==> config.mk <==
export PLATFORM = sky130hd
export DESIGN_NAME = rbch_div_chain
export DESIGN_NICKNAME = d
export VERILOG_FILES = /design/src/hdl/rbch_pkg.sv /design/src/hdl/rbch_div_cell.sv /design/src/hdl/rbch_div_chain.sv
export SDC_FILE = /design/constraint.sdc
export NUM_CORES = 2
export LEC_CHECK = 0
export BUFFER_PORTS_ARGS = -buffer_cell sky130_fd_sc_hd__buf_2
export CAP_MARGIN = 30
export CORE_MARGIN = 1
export CORE_UTILIZATION = 55
export DETAILED_ROUTE_END_ITERATION = 12
export PLACE_DENSITY = 0.68
export SYNTH_ARGS = -nofsm -noshare
export SYNTH_HDL_FRONTEND = slang
export SYNTH_SLANG_ARGS = --single-unit
==> constraint.sdc <==
create_clock -name clk -period 3.85 [get_ports clk]
set_clock_uncertainty 0.15 [all_clocks]
set_input_delay 0.5775 -clock clk [delete_from_list [all_inputs] [get_ports clk]]
set_output_delay 0.5775 -clock clk [all_outputs]
set_load 0.02 [all_outputs]
==> src/hdl/rbch_pkg.sv <==
// ----------------------------------------------------------------------------
// rbch_pkg
// shared widths, codes and word types of the ray/box closest hit core
// ----------------------------------------------------------------------------
package rbch_pkg;

  localparam int COORD_W        = 32;
  localparam int NORM_W         = 18;
  localparam int DIST_W         = 31;
  localparam int COUNT_W        = 7;
  localparam int SLOT_W         = 6;
  localparam int MAX_BOXES_DEF  = 64;
  localparam int IN_W           = 200;
  localparam int OUT_W          = 192;
  localparam int CFG_IDX_W      = 4;
  localparam int CFG_DATA_W     = 32;

  localparam int DIV_RW         = 49;
  localparam int DIV_DW         = 32;
  localparam int DIV_QW         = 32;
  localparam int SQ_IW          = 64;
  localparam int SQ_OW          = 32;

  localparam int MIN_T          = 65;
  localparam logic [DIST_W-1:0] MAXD_RESET = 31'd6553600;

  localparam logic [CFG_IDX_W-1:0] CFG_MAX_DISTANCE = 4'd0;
  localparam logic [CFG_IDX_W-1:0] CFG_BOX_COUNT    = 4'd1;

  localparam logic FUNC_LOAD = 1'b0;
  localparam logic FUNC_CAST = 1'b1;

  typedef struct packed {
    logic              valid;
    logic [DIV_RW-1:0] rem;
    logic [DIV_DW-1:0] den;
    logic [DIV_QW-1:0] quo;
    logic              ovf;
    logic              neg;
  } div_word_t;

  typedef struct packed {
    logic [2:0][COORD_W-1:0] lo;
    logic [2:0][COORD_W-1:0] hi;
  } box_t;

endpackage

==> src/hdl/rbch_div_cell.sv <==
// ----------------------------------------------------------------------------
// rbch_div_cell
// one restoring division cell: decides one quotient bit, passes the word on
// ----------------------------------------------------------------------------
module rbch_div_cell #(
  parameter int BIT = 0
) (
  input  logic                clk,
  input  logic                rst,
  input  rbch_pkg::div_word_t din,
  output rbch_pkg::div_word_t dout
);
  import rbch_pkg::*;

  logic [63:0]       shd;
  logic [63:0]       r64;
  logic              ge;
  logic [DIV_QW-1:0] q_next;

  always_comb begin
    shd = 64'(din.den) << BIT;
    r64 = 64'(din.rem);
    ge  = r64 >= shd;
    q_next = din.quo;
    q_next[BIT] = ge;
  end

  always_ff @(posedge clk) begin
    if (rst) begin
      dout.valid <= 1'b0;
    end else begin
      dout.valid <= din.valid;
    end
    dout.rem <= ge ? DIV_RW'(r64 - shd) : din.rem;
    dout.den <= din.den;
    dout.quo <= q_next;
    dout.ovf <= din.ovf;
    dout.neg <= din.neg;
  end

endmodule

==> src/hdl/rbch_div_chain.sv <==
// ----------------------------------------------------------------------------
// rbch_div_chain
// row of division cells, one quotient bit per cell, a new word every cycle
// ----------------------------------------------------------------------------
module rbch_div_chain (
  input  logic                clk,
  input  logic                rst,
  input  rbch_pkg::div_word_t din,
  output rbch_pkg::div_word_t dout
);
  import rbch_pkg::*;

  div_word_t st [DIV_QW+1];

  // quotient that needs more than the cell count is flagged here
  always_ff @(posedge clk) begin
    if (rst) begin
      st[0].valid <= 1'b0;
    end else begin
      st[0].valid <= din.valid;
    end
    st[0].rem <= din.rem;
    st[0].den <= din.den;
    st[0].quo <= '0;
    st[0].ovf <= 64'(din.rem) >= {din.den, 32'b0};
    st[0].neg <= din.neg;
  end

  for (genvar i = 0; i < DIV_QW; i++) begin : g_cell
    rbch_div_cell #(.BIT(DIV_QW - 1 - i)) u_cell (
      .clk  (clk),
      .rst  (rst),
      .din  (st[i]),
      .dout (st[i+1])
    );
  end

  assign dout = st[DIV_QW];

endmodule

Word-level counts from Yosys, hierarchy flattened

Cells that the tools add are included.

Register bits: 3300
Input port bits: 118
Output and inout port bits: 116

$add $sub $neg: 32
Order comparisons: 33
Mux-type cells: 32

Operators with widths:

| cell             | count |
|---|---|
| $mux 49          | 32 |
| $sub 49x49->49   | 15 |
| $ge 49x64->1     | 1 |
| $ge 49x63->1     | 1 |
| $ge 49x62->1     | 1 |
| $ge 49x61->1     | 1 |
| $ge 49x60->1     | 1 |
| $ge 49x59->1     | 1 |
| $ge 49x58->1     | 1 |
| $ge 49x57->1     | 1 |
| $ge 49x56->1     | 1 |
| $ge 49x55->1     | 1 |
| $ge 49x54->1     | 1 |
| $ge 49x53->1     | 1 |
| $ge 49x52->1     | 1 |
| $ge 49x51->1     | 1 |
| $ge 49x50->1     | 1 |
| $ge 49x32->1     | 1 |
| $ge 49x33->1     | 1 |
| $ge 49x34->1     | 1 |
| $ge 49x35->1     | 1 |
| $ge 49x36->1     | 1 |
| $ge 49x37->1     | 1 |
| $ge 49x38->1     | 1 |
| 28 further kinds | 28 |

Logic depth before layout (Yosys ltp)

Depth after elaboration: 2
Gate-level depth with buffers: 17
Gate-level depth less buffers: 15

Hierarchy

A second synthesis with hierarchy kept.

Cells, all modules: 14905
Area, all modules: 150310.4 um^2

By module, submodules not included:

| module                            | times used | cells each | area each (um^2) | seq. area each (um^2) |
|---|---|---|---|---|
| rbch_div_cell (g_cell[29].u_cell) | 1          | 577        | 5240.0           | 2322.2 |
| rbch_div_cell (g_cell[27].u_cell) | 1          | 581        | 5192.5           | 2322.2 |
| rbch_div_cell (g_cell[31].u_cell) | 1          | 575        | 5112.4           | 2322.2 |
| rbch_div_cell (g_cell[30].u_cell) | 1          | 549        | 5072.4           | 2322.2 |
| rbch_div_cell (g_cell[25].u_cell) | 1          | 535        | 5033.6           | 2322.2 |
| rbch_div_cell (g_cell[28].u_cell) | 1          | 536        | 5031.1           | 2322.2 |
| rbch_div_cell (g_cell[23].u_cell) | 1          | 536        | 4996.0           | 2322.2 |
| rbch_div_cell (g_cell[26].u_cell) | 1          | 533        | 4932.2           | 2322.2 |
| rbch_div_cell (g_cell[24].u_cell) | 1          | 540        | 4916.0           | 2322.2 |
| rbch_div_cell (g_cell[18].u_cell) | 1          | 496        | 4912.2           | 2322.2 |
| rbch_div_cell (g_cell[16].u_cell) | 1          | 505        | 4907.2           | 2322.2 |
| rbch_div_cell (g_cell[21].u_cell) | 1          | 526        | 4904.7           | 2322.2 |
| rbch_div_cell (g_cell[19].u_cell) | 1          | 521        | 4870.9           | 2322.2 |
| rbch_div_cell (g_cell[22].u_cell) | 1          | 512        | 4817.1           | 2322.2 |
| 19 more rows                      | -          | -          | -                | - |

Worst setup path before layout

OpenSTA, ideal clock, no wires.

Kind: reg2reg
Start: register g_cell[7].u_cell.dout[89] in the netlist's numbering
End: register g_cell[8].u_cell.dout[107] in the netlist's numbering
Library setup time: 0.121 ns
Arrival: 3.262 ns
Required time: 3.579 ns
Setup slack: 0.317 ns
Stages on the path, launching flop included: 17
Clock period less this slack: 3.533 ns
Cell sequence: dfxtp_1 -> inv_1 -> ha_1 -> fa_1 -> nor2b_1 -> o21ai_0 -> a21bo_2 -> a211o_1 -> a21o_1 -> a31oi_1 -> a41o_1 -> nand2_1 -> a21boi_0 -> o21a_1 -> buf_2 -> buf_4 -> mux2_2

Longest elaborated chain between the ends: 2

Ends and longest elaborated chain:

| item                    | line                | RTL |
|---|---|---|
| start, declared         | rbch_div_cell.sv:11 | `output rbch_pkg::div_word_t dout` |
| $ge 49x55->1            | rbch_div_cell.sv:23 | `ge = r64 >= shd;` |
| via g_cell[8].u_cell.ge | rbch_div_cell.sv:17 | `logic ge;` |
| $mux 49                 | rbch_div_cell.sv:34 | `dout.rem <= ge ? DIV_RW'(r64 - shd) : din.rem;` |
| end, declared           | rbch_div_cell.sv:11 |  |

The timed path passes the listed nets, and every way through them passes these cells.
A chain may end at the register's enable or synchronous reset.

Worst setup path in the final report

Start: register g_cell[18].u_cell.dout[48] in the netlist's numbering
End: register g_cell[19].u_cell.dout[79] in the netlist's numbering

Longest elaborated chain between the ends: 2

Ends and longest elaborated chain:

| item            | line |
|---|---|
| start, declared | rbch_div_cell.sv:11 |
| $ge 49x44->1    | rbch_div_cell.sv:23 |
| $mux 49         | rbch_div_cell.sv:34 |
| end, declared   | rbch_div_cell.sv:11 |

Every way passes these cells.

==> results_dict.tcl <==
set metrics [dict create \
    overflow 0 \
    ys.flop_type "dfxtp_1" \
    avgSynthCellArea_sq_um 9.86 \
    placementRows 178 \
    setup_viol 0 \
    layout.filler_cells 19000 \
    routed_via_density 5.54 \
    clk_latency_ns 0.99 \
    cts_root_buf "clkbuf_16" \
    power.clock.fraction 0.279 \
    cpMostUsedCell "buf_4" \
    drt-total-wl_um 350000 \
    use_met1 0.371 \
    grt_pass1_wl_um 535000 \
    global_route.usage.met3 0.0496 \
    yosysSeqAreaShare 0.505 \
    power_density_mw_per_mm2 814 \
    switching_power_mw 42.7 \
    layout_common_cells "dfxtp_1, inv_1, nand2_1, a21oi_1, ha_1" \
    grt_pass1_vias 94700 \
    die_w_um 489 \
    drive_above_1_share 0.120 \
    yosysWarningCount 0 \
    core-area_sq_mm 0.236 \
    synth_nets 14300 \
    maxSlewHeadroom 0.431 \
    crit_slowest_cell "dfxtp_1" \
    postSynthCellCount 13300 \
    place_congestion 1.03 \
    final_area_sq_mm 0.152 \
    maxCapViolCount 0 \
    cts_tree "done" \
    ant_nets 0 \
    synth_top_area_frac 0.505 \
    p_int_mw 80.7 \
    mostFrequentLayoutCell "dfxtp_1" \
    async_reset_ff_frac 0 \
    power_mw 123 \
    grt_busiest_layer "met2" \
    fin_ws_ns 0.0675 \
    port-buffer-count 200 \
    clk_pin_slew_ns 0.06 \
    max_freq_mhz 264 \
    synth.area.top_cells "dfxtp_1, ha_1, a21oi_1" \
    worstSetupEndpointType "register" \
    synth_edf_count 0 \
    crit_arrival_ns 4.49 \
    dr.pass1.iters 6 \
    synth_area_leader_cell "dfxtp_1" \
    fp.dieH_um 489 \
    p_seq_frac 0.366 \
    wl_per_cell_um 20.1 \
    drt_iter0_drc 6792 \
    crit_type "register to register" \
    ios 234 \
    dpl_cell_area_sq_mm 0.138 \
    period_needed_ns 3.78 \
    worstMarginPinSlew_ns 0.832 \
    power_leakage_nw 68.7 \
    use_met2 0.460 \
    ir_worst_vdd_v 0.000588 \
    cts_buffers 343 \
    track_usage 0.284 \
    setup_tns_ns 0 \
    netlist-cell-type-count 106 \
    cts_buffer_depth 4 \
    start_kind "register" \
    p_comb_frac 0.355 \
    synth_area_sq_mm 0.131 \
    final-max-slew-violation-count 0 \
    cp_max_fo 18 \
    numClockSinks 3300 \
    cp.required_ns 4.56 \
    grt_max_degree 64 \
    p_sw_frac 0.346 \
    ys_ff_latch 3300 \
    hold_viol 0 \
    antenna_found_initial 13 \
    area_growth_pct 16.0 \
    htree_levels 5 \
    slowest_delay_ns 0.38 \
    dr_total_vias 96500 \
    start_util 0.555 \
    nets 15100 \
    worstPathCellList "inv_1 -> ha_2 -> a211oi_2 -> o21ai_0 -> a221o_1 -> a21o_1 -> a221oi_2 -> buf_4 -> a21oi_4 -> a31oi_4 -> a211o_1 -> nand4b_1 -> buf_4 -> buf_4 -> clkbuf_16 -> a21oi_1" \
    route.detailed.drc 0 \
    min_period_over_period 0.982 \
    fp.dieArea_sq_mm 0.240 \
    dp_worst_setup_slack_ns -0.0302 \
    status "finished, final reports clean" \
    dp_hpwl_um 271000 \
    hold_path_class "primary input to register" \
]
[sequential cells by signal, indices dropped and copies added (netlist names)]
name                flops
st                     84
g_cell.u_cell.dout   3216
[synth_stat cells, drive strengths merged, types with 27 or more instances]
cell type and instances:
a21oi 974, mux2 286, nor4b 31, nor4 178, a21o 509, a211oi 60, or2 31, clkbuf 224
o31ai 81, and2 36, a21boi 44, nor3 182, o21a 116, dfxtp 3300, xnor2 539, o21bai 96
nand2 961, nand2b 156, inv 1164, fa 32, nor2 683, nand3 215, buf 83, or3 57
o211ai 40, or4 37, and4 29, a31oi 101, o21ai 836, and3 81, nor2b 172, mux2i 27
ha 936, xor2 389, nand4 179
[power groups by stage]
stage	registers (mW)	logic, mW	clock network [mW]
after global routing	45.7	48.3	36.5
final	45.2	43.7	34.4
after floorplan	43.7	31.1	0
after detailed placement	45.8	41.9	0
after global placement	45.8	41.4	0
after CTS	45.1	42.4	35.0
[worst paths after layout]
check | startpoint | to | slack, ns | cells after the start
max | g_cell[18].u_cell.dout[48]$_DFF_P_ | g_cell[19].u_cell.dout[79]$_DFF_P_ | 0.07 | 16
min | din[0] | st[3712]$_DFF_P_ | 0.12 | 2
max reg2reg | g_cell[18].u_cell.dout[48]$_DFF_P_ | g_cell[19].u_cell.dout[79]$_DFF_P_ | 0.07 | 16
min reg2reg | g_cell[28].u_cell.dout[27]$_DFF_P_ | g_cell[29].u_cell.dout[27]$_DFF_P_ | 0.13 | 0
[cell type report]
class,instances,area (sq um),area share
repair buffers,703,5480,0.0361
diodes,6,15.0,0.0000990
flip-flops and latches,3300,66100,0.436
clock buffers,442,9570,0.0631
multi-input cells,8483,59800,0.395
inverters,1165,4380,0.0289
clock inverters,166,2340,0.0154
well taps,3150,3940,0.0260
[cells by family (layout without fill, tap and decap cells)]
group                      count (synthesis)  in the layout  share of synthesized area
DFF                                     3300           3300                      0.505
buffers and inverters                   1472           2476                     0.0434
AOI/OAI and AO/OA                       3164           3164                      0.151
other                                      0              6                          0
muxes                                    313            313                     0.0267
adders and majority gates                968            968                     0.0945
and+or+nand+nor                         3110           3110                      0.117
xor gates and xnor gates                 928            928                     0.0622
[what timing repair did]
| action | 4_1_cts | 5_1_grt |
|---|---|---|
| gates cloned | 0 | 9 |
| hold buffers | 85 | 0 |
| gates resized for setup | 5 | 166 |
| buffers inserted | 1 | 32 |
| endpoints found under the setup margin | 65 | 602 |
| pin swaps | 1 | 49 |
| hold endpoints to repair | 116 | 0 |
[through the flow]
stage               utilization  cells  hold slack [ns]
floorplan                     -  13300            0.160
global placement          0.584  16700            0.160
detailed placement        0.584  16700            0.162
CTS                       0.638  17400           0.0615
global route              0.643  17400           0.0960
finish                    0.643  17400            0.117
[routing by layer]
metal  vias to the layer above  wire length [um]
met1                     45500            156000
li1                      47400                 -
met4                         6             15300
met2                      2900            158000
met3                       771             20900
met5                         -                64
[critical path: cells and delay by family (launching register included)]
family / cells / cell delay, ns
compound gates: 9 / 1.92
flops: 1 / 0.38
simple gates: 1 / 0.15
buf+inv: 5 / 0.80
fa+ha+maj: 1 / 0.34
No activity file was read; power rests on OpenSTA's default activity.
