`src/hdl/rbch_pkg.sv`:
```
// ----------------------------------------------------------------------------
// rbch_pkg
// shared widths, codes and word types of the ray/box closest hit core
// ----------------------------------------------------------------------------
package rbch_pkg;

  localparam int COORD_W        = 32;
  localparam int NORM_W         = 18;
  localparam int DIST_W         = 31;
  localparam int COUNT_W        = 7;
  localparam int SLOT_W         = 6;
  localparam int MAX_BOXES_DEF  = 64;
  localparam int IN_W           = 200;
  localparam int OUT_W          = 192;
  localparam int CFG_IDX_W      = 4;
  localparam int CFG_DATA_W     = 32;

  localparam int DIV_RW         = 49;
  localparam int DIV_DW         = 32;
  localparam int DIV_QW         = 32;
  localparam int SQ_IW          = 64;
  localparam int SQ_OW          = 32;

  localparam int MIN_T          = 65;
  localparam logic [DIST_W-1:0] MAXD_RESET = 31'd6553600;

  localparam logic [CFG_IDX_W-1:0] CFG_MAX_DISTANCE = 4'd0;
  localparam logic [CFG_IDX_W-1:0] CFG_BOX_COUNT    = 4'd1;

  localparam logic FUNC_LOAD = 1'b0;
  localparam logic FUNC_CAST = 1'b1;

  typedef struct packed {
    logic              valid;
    logic [DIV_RW-1:0] rem;
    logic [DIV_DW-1:0] den;
    logic [DIV_QW-1:0] quo;
    logic              ovf;
    logic              neg;
  } div_word_t;

  typedef struct packed {
    logic [2:0][COORD_W-1:0] lo;
    logic [2:0][COORD_W-1:0] hi;
  } box_t;

endpackage

```
`src/hdl/rbch_isqrt.sv`:
```
// ----------------------------------------------------------------------------
// rbch_isqrt
// floor square root, two radicand bits per cycle
// ----------------------------------------------------------------------------
module rbch_isqrt (
  input  logic                       clk,
  input  logic                       rst,
  input  logic                       start,
  input  logic [rbch_pkg::SQ_IW-1:0] x,
  output logic                       done,
  output logic [rbch_pkg::SQ_OW-1:0] root
);
  import rbch_pkg::*;

  logic             busy;
  logic [SQ_IW-1:0] xs;
  logic [SQ_OW+1:0] rem;
  logic [4:0]       cnt;
  logic [SQ_OW+3:0] rem2;
  logic [SQ_OW+3:0] trial;
  logic             ge;

  always_comb begin
    rem2  = {rem, xs[SQ_IW-1 -: 2]};
    trial = {2'b00, root, 2'b01};
    ge    = rem2 >= trial;
  end

  always_ff @(posedge clk) begin
    if (rst) begin
      busy <= 1'b0;
      done <= 1'b0;
    end else begin
      done <= 1'b0;
      if (start) begin
        busy <= 1'b1;
        xs   <= x;
        rem  <= '0;
        root <= '0;
        cnt  <= '0;
      end else if (busy) begin
        xs <= xs << 2;
        if (ge) begin
          rem  <= (SQ_OW+2)'(rem2 - trial);
          root <= {root[SQ_OW-2:0], 1'b1};
        end else begin
          rem  <= (SQ_OW+2)'(rem2);
          root <= {root[SQ_OW-2:0], 1'b0};
        end
        cnt <= cnt + 5'd1;
        if (cnt == 5'd31) begin
          busy <= 1'b0;
          done <= 1'b1;
        end
      end
    end
  end

endmodule

```
`config.mk`:
```
export PLATFORM = sky130hd
export DESIGN_NAME = rbch_isqrt
export DESIGN_NICKNAME = d
export VERILOG_FILES = /design/src/hdl/rbch_pkg.sv /design/src/hdl/rbch_isqrt.sv
export SDC_FILE = /design/constraint.sdc
export NUM_CORES = 1
export LEC_CHECK = 0
export ABC_CLOCK_PERIOD_IN_PS = 15300
export BUFFER_PORTS_ARGS = -buffer_cell sky130_fd_sc_hd__buf_2
export CAP_MARGIN = 40
export CORE_UTILIZATION = 45
export DETAILED_ROUTE_END_ITERATION = 16
export PLACE_DENSITY_LB_ADDON = 0.2
export RECOVER_POWER = 25
export SYNTH_ARGS = -nofsm -noshare
export SYNTH_HDL_FRONTEND = slang
export SYNTH_SLANG_ARGS = --single-unit
```
`constraint.sdc`:
```
create_clock -name clk -period 15.3 [get_ports clk]
set_clock_uncertainty 0.1 [all_clocks]
set_input_delay 0.765 -clock clk [delete_from_list [all_inputs] [get_ports clk]]
set_output_delay 0.765 -clock clk [all_outputs]
set_load 0.01 [all_outputs]
```
# Word level (Yosys, flattened, before mapping)
# Cells that the tools add are included.
[word_totals]
register_bits = 137
inputBits = 67
output_inout_bits = 33
word_cells = 26
[classes]
n_addsub = 2
magnitude_cmp = 1
eq_ne = 1
mux = 11
bitwise_logic = 2
reduce_logical = 3
[op_table]
columns = ["op", "n"]
rows = [
  ["$mux W64", 2],
  ["$mux W34", 2],
  ["$ge A36 B34 Y1", 1],
  ["$sub A34 B34 Y34", 1],
  ["$mux W32", 1],
  ["$add A5 B1 Y5 const B", 1],
  ["$eq A5 B5 Y1 const B", 1],
  ["$mux W1", 5],
  ["$mux W5", 1],
  ["$reduce_or A3 Y1", 1],
  ["$not A1 Y1", 2],
  ["$reduce_and A2 Y1", 1],
  ["$reduce_bool A2 Y1", 1],
]

# Depth between registers and ports, before layout
# Gate-level depths: netlist (run 1).
[depth]
depth_word = 4
depth_mapped = 13
depth_no_buf = 11

# Least setup slack after synthesis (run 1)
# No wires, ideal clock.
[synth_timing]
kind = "input-to-reg"
start = "input port start"
end = "register cnt[0], enable pin"
setup_ns = 0.634
t_arrival_ns = 6.613
required_time_ns = 14.566
slack_ns = 7.953
path_stages = 3
path_buffers = 1
cell_sequence = "clkbuf_8 -> nor2_1 -> nor2_1"
[synth_via]
elab_chain_len = 2
[synth_lines]
columns = ["element", "line", "rtl"]
rows = [
  ["from (decl)", "rbch_isqrt.sv:8", "input logic start,"],
  ["$reduce_bool A2 Y1 (no source line)", "--", ""],
  ["$reduce_and A2 Y1 (no source line)", "--", ""],
  ["to (signal assigned)", "rbch_isqrt.sv:50", "cnt <= cnt + 5'd1;"],
  ["to (decl)", "rbch_isqrt.sv:18", "logic [4:0] cnt;"],
]
# Every way passes these cells.
# A chain may end at the register's enable or synchronous reset.

# Final worst setup path (run 1)
[layout_timing]
start = "input port start"
end = "register xs[62], enable pin"
[layout_via]
elab_chain_len = 2
[layout_lines]
columns = ["element", "line", "rtl"]
rows = [
  ["$reduce_bool A2 Y1 (no source line)", "--", ""],
  ["$reduce_and A2 Y1 (no source line)", "--", ""],
  ["to (signal assigned)", "rbch_isqrt.sv:42", "xs <= xs << 2;"],
  ["to (decl)", "rbch_isqrt.sv:16", "logic [SQ_IW-1:0] xs;"],
]
# Every way passes these cells.

==> results of run 1 <==
metrics by stage:
stage / worst slack, ns / cell area [µm²] / instances / hold slack [ns] / power [µW]
global route: 10.33 / 8830 / 962 / 0.455 / 1150
global placement: 11.68 / 8270 / 928 / 0.405 / 706
detailed placement: 11.74 / 8320 / 930 / 0.410 / 714
CTS: 11.72 / 8870 / 962 / 0.430 / 1100
floorplan: 7.95 / 7590 / 628 / 0.371 / 663
finish: 10.74 / 8830 / 962 / 0.419 / 1090
Yosys cell counts, types with 3 or more instances:
master,number,share of area (%)
sky130_fd_sc_hd__buf_4,3,0.30
sky130_fd_sc_hd__a31oi_1,5,0.41
sky130_fd_sc_hd__a21o_1,15,1.5
sky130_fd_sc_hd__a21oi_1,30,2.0
sky130_fd_sc_hd__mux2i_1,23,3.0
sky130_fd_sc_hd__xnor2_1,19,2.2
sky130_fd_sc_hd__xor2_1,11,1.3
sky130_fd_sc_hd__a211oi_1,8,0.79
sky130_fd_sc_hd__nand3_1,10,0.66
sky130_fd_sc_hd__ha_1,36,5.9
sky130_fd_sc_hd__clkbuf_1,14,0.69
sky130_fd_sc_hd__and3_1,3,0.25
sky130_fd_sc_hd__o21bai_1,5,0.49
sky130_fd_sc_hd__edfxtp_1,135,53
sky130_fd_sc_hd__and2_1,5,0.41
sky130_fd_sc_hd__nor2b_1,7,0.58
sky130_fd_sc_hd__o21a_1,4,0.40
sky130_fd_sc_hd__nand2_1,18,0.89
sky130_fd_sc_hd__o21ai_1,3,0.20
sky130_fd_sc_hd__o21ai_0,5,0.33
sky130_fd_sc_hd__nor3_1,13,0.86
sky130_fd_sc_hd__or3_1,4,0.33
sky130_fd_sc_hd__mux2_2,62,9.2
sky130_fd_sc_hd__nor2_1,88,4.4
sky130_fd_sc_hd__inv_1,43,2.1
sky130_fd_sc_hd__or2_2,6,0.49
sky130_fd_sc_hd__buf_2,3,0.20
sky130_fd_sc_hd__nand4_1,4,0.33
sequential cells by signal, indices dropped and copies added, names as in the netlist:
register	flops
xs	64
rem	34
root	32
cnt	5
busy	1
done	1
power groups by stage:
stage	combinational, µW	sequential (µW)	clock (µW)
after floorplan	187	476	0
after global placement	233	473	0
after detailed placement	240	474	0
after CTS	242	466	393
after global routing	269	470	407
final	240	466	383
cell type report:
| type | count | area, µm² | share of cell area, % |
|---|---|---|---|
| repair buffers | 105 | 541 | 6.12 |
| clock buffers | 18 | 429 | 4.86 |
| well taps | 220 | 275 | 3.12 |
| flip-flops and latches | 137 | 4090 | 46.3 |
| clock inverters | 14 | 124 | 1.40 |
| inverters | 43 | 161 | 1.83 |
| multi-input cells | 425 | 3210 | 36.3 |
worst max-delay path: cells and delay by family:
kind / cells / cell delay (ns)
AND/OR/NAND/NOR: 2 / 0.50
buffers and inverters: 4 / 3.17
final timing paths:
path | endpoint | cells past startpoint | slack, ns | from
min reg2reg | done | 1 | 0.42 | busy
max reg2reg | rem[21] | 11 | 11.74 | rem[22]
max | xs[62] | 6 | 10.74 | start
min | done | 1 | 0.42 | busy
layout by cell type (no fill, tap or decap), types with 3 or more instances in the layout:
master	n
sky130_fd_sc_hd__edfxtp_1	135
sky130_fd_sc_hd__nor2_1	87
sky130_fd_sc_hd__buf_2	76
sky130_fd_sc_hd__mux2_2	62
sky130_fd_sc_hd__inv_1	43
sky130_fd_sc_hd__ha_1	36
sky130_fd_sc_hd__a21oi_1	30
sky130_fd_sc_hd__clkbuf_1	25
sky130_fd_sc_hd__mux2i_1	23
sky130_fd_sc_hd__xnor2_1	19
sky130_fd_sc_hd__nand2_1	18
sky130_fd_sc_hd__clkbuf_16	17
sky130_fd_sc_hd__a21o_1	15
sky130_fd_sc_hd__nor3_1	13
sky130_fd_sc_hd__xor2_1	11
sky130_fd_sc_hd__nand3_1	10
sky130_fd_sc_hd__a211oi_1	8
sky130_fd_sc_hd__nor2b_1	7
sky130_fd_sc_hd__or2_2	6
sky130_fd_sc_hd__o21ai_0	5
sky130_fd_sc_hd__o21bai_1	5
sky130_fd_sc_hd__and2_1	5
sky130_fd_sc_hd__a31oi_1	5
sky130_fd_sc_hd__o21a_1	4
sky130_fd_sc_hd__or3_1	4
sky130_fd_sc_hd__nand4_1	4
sky130_fd_sc_hd__clkinv_4	4
sky130_fd_sc_hd__o21ai_1	3
sky130_fd_sc_hd__and3_1	3
sky130_fd_sc_hd__inv_6	3
sky130_fd_sc_hd__buf_4	3
routing by layer:
layer  up-vias  global-route usage [%]
met3        16                    5.31
li1       2510                       -
met1      2400                    22.6
met4         0                    6.91
met5         -                       0
met2       119                    29.2
cell families (layout without fill, tap and decap cells):
logic type / Yosys count / after routing / synth area share [%]
xor+xnor: 30 / 30 / 3.46
buf+inv: 66 / 180 / 3.84
fa+ha+maj: 36 / 36 / 5.94
mux: 85 / 85 / 12.2
compound gates: 104 / 104 / 10.0
simple gates: 170 / 170 / 10.5
flops: 137 / 137 / 54.0
==> flow_summary_export.csv, run 1 <==
group,metric,value,unit
drt,m1WireLength,6680,µm
synthesis,synth-warning-count,0,
outcome,outcome,"finished, violations left",
pwr,power.leakage,0.00360,µW
synthesis,mappedNetlistNets,731,
global_routing,grt_antenna_before_repair,0,
drt,total_number_of_vias,5045,
clocking,cts_resized,0,
clocking,clock_tree.root_cell,"sky130_fd_sc_hd__clkbuf_16",
pwr,power_frac_seq,42.8,%
floorplanning,floorplan.initialDensity,45.9,%
floorplanning,floorplan.die.width,132,µm
sta,rsz_0062_raised_after_global_routing,"false",
placement,routability_congestion_estimate_from_global_placement,0.862,
clocking,clk_pin_slew_worst_paths,0.06,ns
floorplanning,design.die.area,17400,µm²
worst_setup_path,cp.arrival,4.51,ns
pwr,pwr-share-comb,22.0,%
clocking,ctsHtreeMaxLevel,4,
drt,vias_per_cell,5.24,
synthesis,synth_enable_flop_cells,135,
floorplanning,std_cell_rows,47,
synthesis,ys_seq_area_share,54.0,%
drt,met3_length,786,µm
clocking,clk-insertion-delay-late,0.42,ns
worst_setup_path,critical_path.most_common_cell,"sky130_fd_sc_hd__buf_4",
global_routing,grt_total_usage,18.0,%
sta,number_of_endpoints_failing_setup_at_the_final_stage,0,
layout,diodes,0,
synthesis,syn-instance-count,628,
sta,final_max_slew_viol_count,87,
sta,worst-slew-pin-transition,2.64,ns
synthesis,syn_area,7590,µm²
drt,wire_length_per_cell_after_detailed_routing,15.1,µm
synthesis,ys_types,67,
sta,layout_worst_path_cycle_share,29.8,%
worst_setup_path,crit_path_launch_type,"primary input",
synthesis,ys.flop_type,"sky130_fd_sc_hd__edfxtp_1",
pwr,power-per-cell-area,123,nW/µm²
pwr,clock_power_share,35.2,%
drt,routed.top_layer,"met4",
placement,io_buffer_count,99,
layout,utilization,53.5,%
floorplanning,die_h,132,µm
drt,drc_errors,0,
global_routing,grt_first_pass_wirelength,25000,µm
clocking,post_cts_setup_buffers,0,
sta,post-route-min-period,4.56,ns
clocking,postCtsHoldBufs,0,
pwr,p_sw_share,28.0,%
clocking,cts.sinks,137,
min_path,hold_crit_class,"flip-flop to flip-flop",
drt,drt_iter0_markers,350,
job,max-cap-violations,2,
clocking,clock_path_buffers,2,
layout,num-nets-final,832,
worst_setup_path,crit_chain,"clkbuf_1, nor2_1, nor2_4, buf_4, buf_16, buf_4",
global_routing,grt_start_max_net_pins,54,
worst_setup_path,critPathRequiredTime,15.24,ns
layout,fillCellCount,1507,
global_routing,grt_pass1_vias,5318,
worst_setup_path,crit_path_top_delay_cell,"sky130_fd_sc_hd__clkbuf_1",
sta,final_hold_vio_count,0,
synthesis,ys_ff_latch,137,
synthesis,async_reset_ff_share,0,%
drt,detail_route.first_pass.iterations,6,
clocking,tritoncts_buffers,17,
worst_setup_path,critPathCaptureType,"flip-flop",
placement,detailedPlacementHpwl,10300,µm
sta,finalSetupTns,0,ns
drt,drt.antenna.violating_nets,0,
pwr,net_sw_power,305,µW
pwr,vdd_drop_max,82.7,µV
outcome,failing_checks,"capacitance limit, slew limit",
layout,post_route_cells_drive_above_1_share,26.0,%
drt,met2_wirelength,6870,µm
worst_setup_path,crit_fanout,53,
drt,wl,14500,µm
pwr,internal-power,784,µW
floorplanning,core-area,16500,µm²
sta,fmaxAchievable,219,MHz
worst_setup_path,cpPeakStageDelay,1.83,ns
global_routing,grt_overflow_total,0,
sta,timing.slew.headroom,-76.0,%
clocking,tritoncts_clock_tree,"yes",
worst_setup_path,crit_type,"primary input to flip-flop",
layout,area_overhead_vs_synth,16.4,%
synthesis,synth.avg_cell_area,12.1,µm²
floorplanning,io_pins,100,
No activity file was read; power rests on OpenSTA's default activity.
==> run 2, diff against run 1 <==
Settings changed: ABC_AREA set to 1, ABC_CLOCK_PERIOD_IN_PS 15300 to 4000.
Clock period 15.3 ns to 4 ns, I/O delays scaled along.
==> flow_summary_export.csv, run 2 <==
group,metric,value,unit
worst_setup_path,rr_worst_depth,11,
synthesis,synth.top_cells.by_area,"sky130_fd_sc_hd__edfxtp_1 48%, sky130_fd_sc_hd__nand2_1 23%, sky130_fd_sc_hd__inv_1 7.1%, sky130_fd_sc_hd__nor2_1 6.1%, sky130_fd_sc_hd__ha_1 5.3%",
layout,diodes,0,
drt,detail_route.first_pass.iterations,4,
layout,layout_commonest_cell,"sky130_fd_sc_hd__nand2_1",
placement,detailedPlacementHpwl,13800,µm
layout,reg_top3,"xs: 64 flops, rem: 34 flops, root: 32 flops",
clocking,tritoncts_clock_tree,"yes",
sta,number_of_endpoints_failing_setup_at_the_final_stage,0,
floorplanning,floorplan.die.width,139,µm
drt,drt_iter0_markers,341,
layout,top_register_by_number_of_flip_flops,"xs",
sta,final_hold_vio_count,0,
layout,multi_input_comb_area,3650,µm²
global_routing,grt_antenna_before_repair,0,
pwr,p_sw_share,32.8,%
pwr,pwr-share-comb,23.5,%
synthesis,ys.flop_type,"sky130_fd_sc_hd__edfxtp_1",
floorplanning,core-area,18200,µm²
sta,final_max_slew_viol_count,52,
placement,place.detailed.instances,1449,
sta,finalSetupTns,0,ns
sta,rsz_0062_raised_after_global_routing,"false",
floorplanning,std_cell_rows,49,
synthesis,syn_area,8490,µm²
sta,post-route-min-period,2.60,ns
placement,dpl_cell_area,9230,µm²
layout,num-nets-final,1407,
synthesis,syn-instance-count,1143,
layout,post_route_cells_drive_above_1_share,9.26,%
sta,worst-slew-pin-transition,2.38,ns
layout,final_cell_area,10400,µm²
outcome,outcome,"finished, violations left",
worst_setup_path,crit_type,"flip-flop to flip-flop",
job,max-cap-violations,1,
pwr,power_frac_seq,40.5,%
floorplanning,floorplan.initialDensity,46.7,%
synthesis,async_reset_ff_share,0,%
worst_setup_path,critPathCaptureType,"flip-flop",
placement,routability_congestion_estimate_from_global_placement,0.908,
pwr,internal-power,2940,µW
floorplanning,io_pins,100,
synthesis,netlist_top_cells_count,"529 x sky130_fd_sc_hd__nand2_1, 160 x sky130_fd_sc_hd__inv_1, 137 x sky130_fd_sc_hd__nor2_1",
synthesis,synthDominantAreaCellType,"sky130_fd_sc_hd__edfxtp_1",
sta,worst_slack,1.40,ns
sta,fmaxAchievable,385,MHz
layout,fillCellCount,1697,
clocking,tritoncts_buffers,17,
outcome,failing_checks,"capacitance limit, slew limit",
clocking,clock_tree.root_cell,"sky130_fd_sc_hd__clkbuf_16",
clocking,clk-insertion-delay-late,0.43,ns
drt,vias_per_cell,4.74,
placement,io_buffer_count,99,
global_routing,grt_total_usage,22.5,%
synthesis,ys_seq_area_share,48.2,%
synthesis,synth-warning-count,0,
clocking,clk_pin_slew_worst_paths,0.07,ns
pwr,vdd_drop_max,313,µV
global_routing,grt_pass1_vias,7161,
worst_setup_path,crit_fanout,45,
layout,most-common-layout-cells,"529 x sky130_fd_sc_hd__nand2_1, 160 x sky130_fd_sc_hd__inv_1, 137 x sky130_fd_sc_hd__nor2_1, 135 x sky130_fd_sc_hd__edfxtp_1, 68 x sky130_fd_sc_hd__buf_2",
drt,wire_length_per_cell_after_detailed_routing,13.4,µm
clocking,cts.sinks,137,
clocking,ctsHtreeMaxLevel,4,
drt,total_number_of_vias,7326,
global_routing,grt_start_max_net_pins,87,
min_path,min_delay_path_depth,4,
worst_setup_path,cp.arrival,2.70,ns
drt,drc_errors,0,
placement,dp_worst_setup_slack,1.40,ns
min_path,hold_crit_class,"primary input to flip-flop",
sta,layout_worst_path_cycle_share,65.0,%
clocking,clock_path_buffers,2,
synthesis,synth.avg_cell_area,7.43,µm²
synthesis,yosysTopAreaCellShare,47.7,%
global_routing,grt_first_pass_wirelength,34500,µm
worst_setup_path,crit_path_launch_type,"flip-flop",
sta,timing.slew.headroom,-58.4,%
floorplanning,die_h,139,µm
layout,largest_register_ff_count,64,
synthesis,mappedNetlistNets,1246,
pwr,net_sw_power,1430,µW
synthesis,ys_ff_latch,137,
synthesis,ys_types,29,
layout,seqCellArea,4090,µm²
layout,area_overhead_vs_synth,22.6,%
floorplanning,design.die.area,19400,µm²
drt,drt.antenna.violating_nets,0,
drt,wl,20700,µm
pwr,power-per-cell-area,420,nW/µm²
synthesis,synth_enable_flop_cells,135,
global_routing,grt_overflow_total,0,
synthesis,library_cell_with_the_highest_instance_count_after_synthesis,"sky130_fd_sc_hd__nand2_1",
pwr,clock_power_share,36.0,%
worst_setup_path,critPathRequiredTime,4.10,ns
pwr,power.leakage,0.00528,µW
layout,layoutNonFillerInstCount,1546,
## run 2: logic make-up (layout without fill, tap and decap cells)
group / after synthesis / in the layout / synth area share (%)
and+or+nand+nor: 726 / 726 / 33.7
buffers and inverters: 195 / 369 / 8.96
DFF: 137 / 137 / 48.2
adders and majority gates: 36 / 36 / 5.30
AOI/OAI and AO/OA: 30 / 30 / 1.91
xor gates and xnor gates: 19 / 19 / 1.96
## run 2: area by class of cell
| type | count | area share, % |
|---|---|---|
| inverters | 166 | 5.98 |
| clock inverters | 15 | 1.47 |
| clock buffers | 17 | 4.09 |
| flip-flops and latches | 137 | 39.3 |
| multi-input cells | 811 | 35.1 |
| well taps | 229 | 2.75 |
| repair buffers | 171 | 11.3 |
## run 2: final timing paths
check,slack (ns),endpoint,startpoint
worst max-delay path,1.40,rem[33],rem[12]
worst min-delay path,0.40,xs[55],start
worst max register to register,1.40,rem[33],rem[12]
worst min register to register,0.41,done,busy
## run 2: critical path, cell delays in order, from the launching register on
cell                       delay, ns
sky130_fd_sc_hd__edfxtp_1       0.41
sky130_fd_sc_hd__ha_1           0.37
sky130_fd_sc_hd__nand2_1        0.14
sky130_fd_sc_hd__nor2_2         0.20
sky130_fd_sc_hd__nand2_1        0.12
sky130_fd_sc_hd__nor2_1         0.15
sky130_fd_sc_hd__nand3_1        0.10
sky130_fd_sc_hd__nand4_2        0.11
sky130_fd_sc_hd__buf_4          0.40
sky130_fd_sc_hd__nand3_1        0.14
sky130_fd_sc_hd__nand2_1        0.09
sky130_fd_sc_hd__inv_1          0.03
## run 2: repair_timing
| action | in CTS | in global routing |
|---|---|---|
| setup buffers | 0 | 0 |
| hold endpoints to repair | 65 | 0 |
| gates resized for setup | 0 | 0 |
| hold buffers | 65 | 0 |
## run 2: power groups by stage
stage	combinational, µW	clock [µW]	sequential (µW)
floorplan	721	0	1800
global placement	971	0	1790
detailed placement	975	0	1800
CTS	1030	1600	1770
global route	1180	1650	1780
finish	1030	1570	1770
## run 2: per-layer routing
layer / global-route usage [%] / wire (µm)
met5: 0 / 0
met1: 28.9 / 9480
met2: 38.6 / 10000
met4: 7.31 / 301
met3: 3.44 / 885
## run 2: per-stage QoR
stage	power [µW]	hold slack [ns]	util, %
floorplan	2520	0.177	-
global placement	2770	0.318	50.6
detailed placement	2770	0.317	50.7
CTS	4400	0.300	57.4
global route	4610	0.426	57.2
finish	4370	0.398	57.2
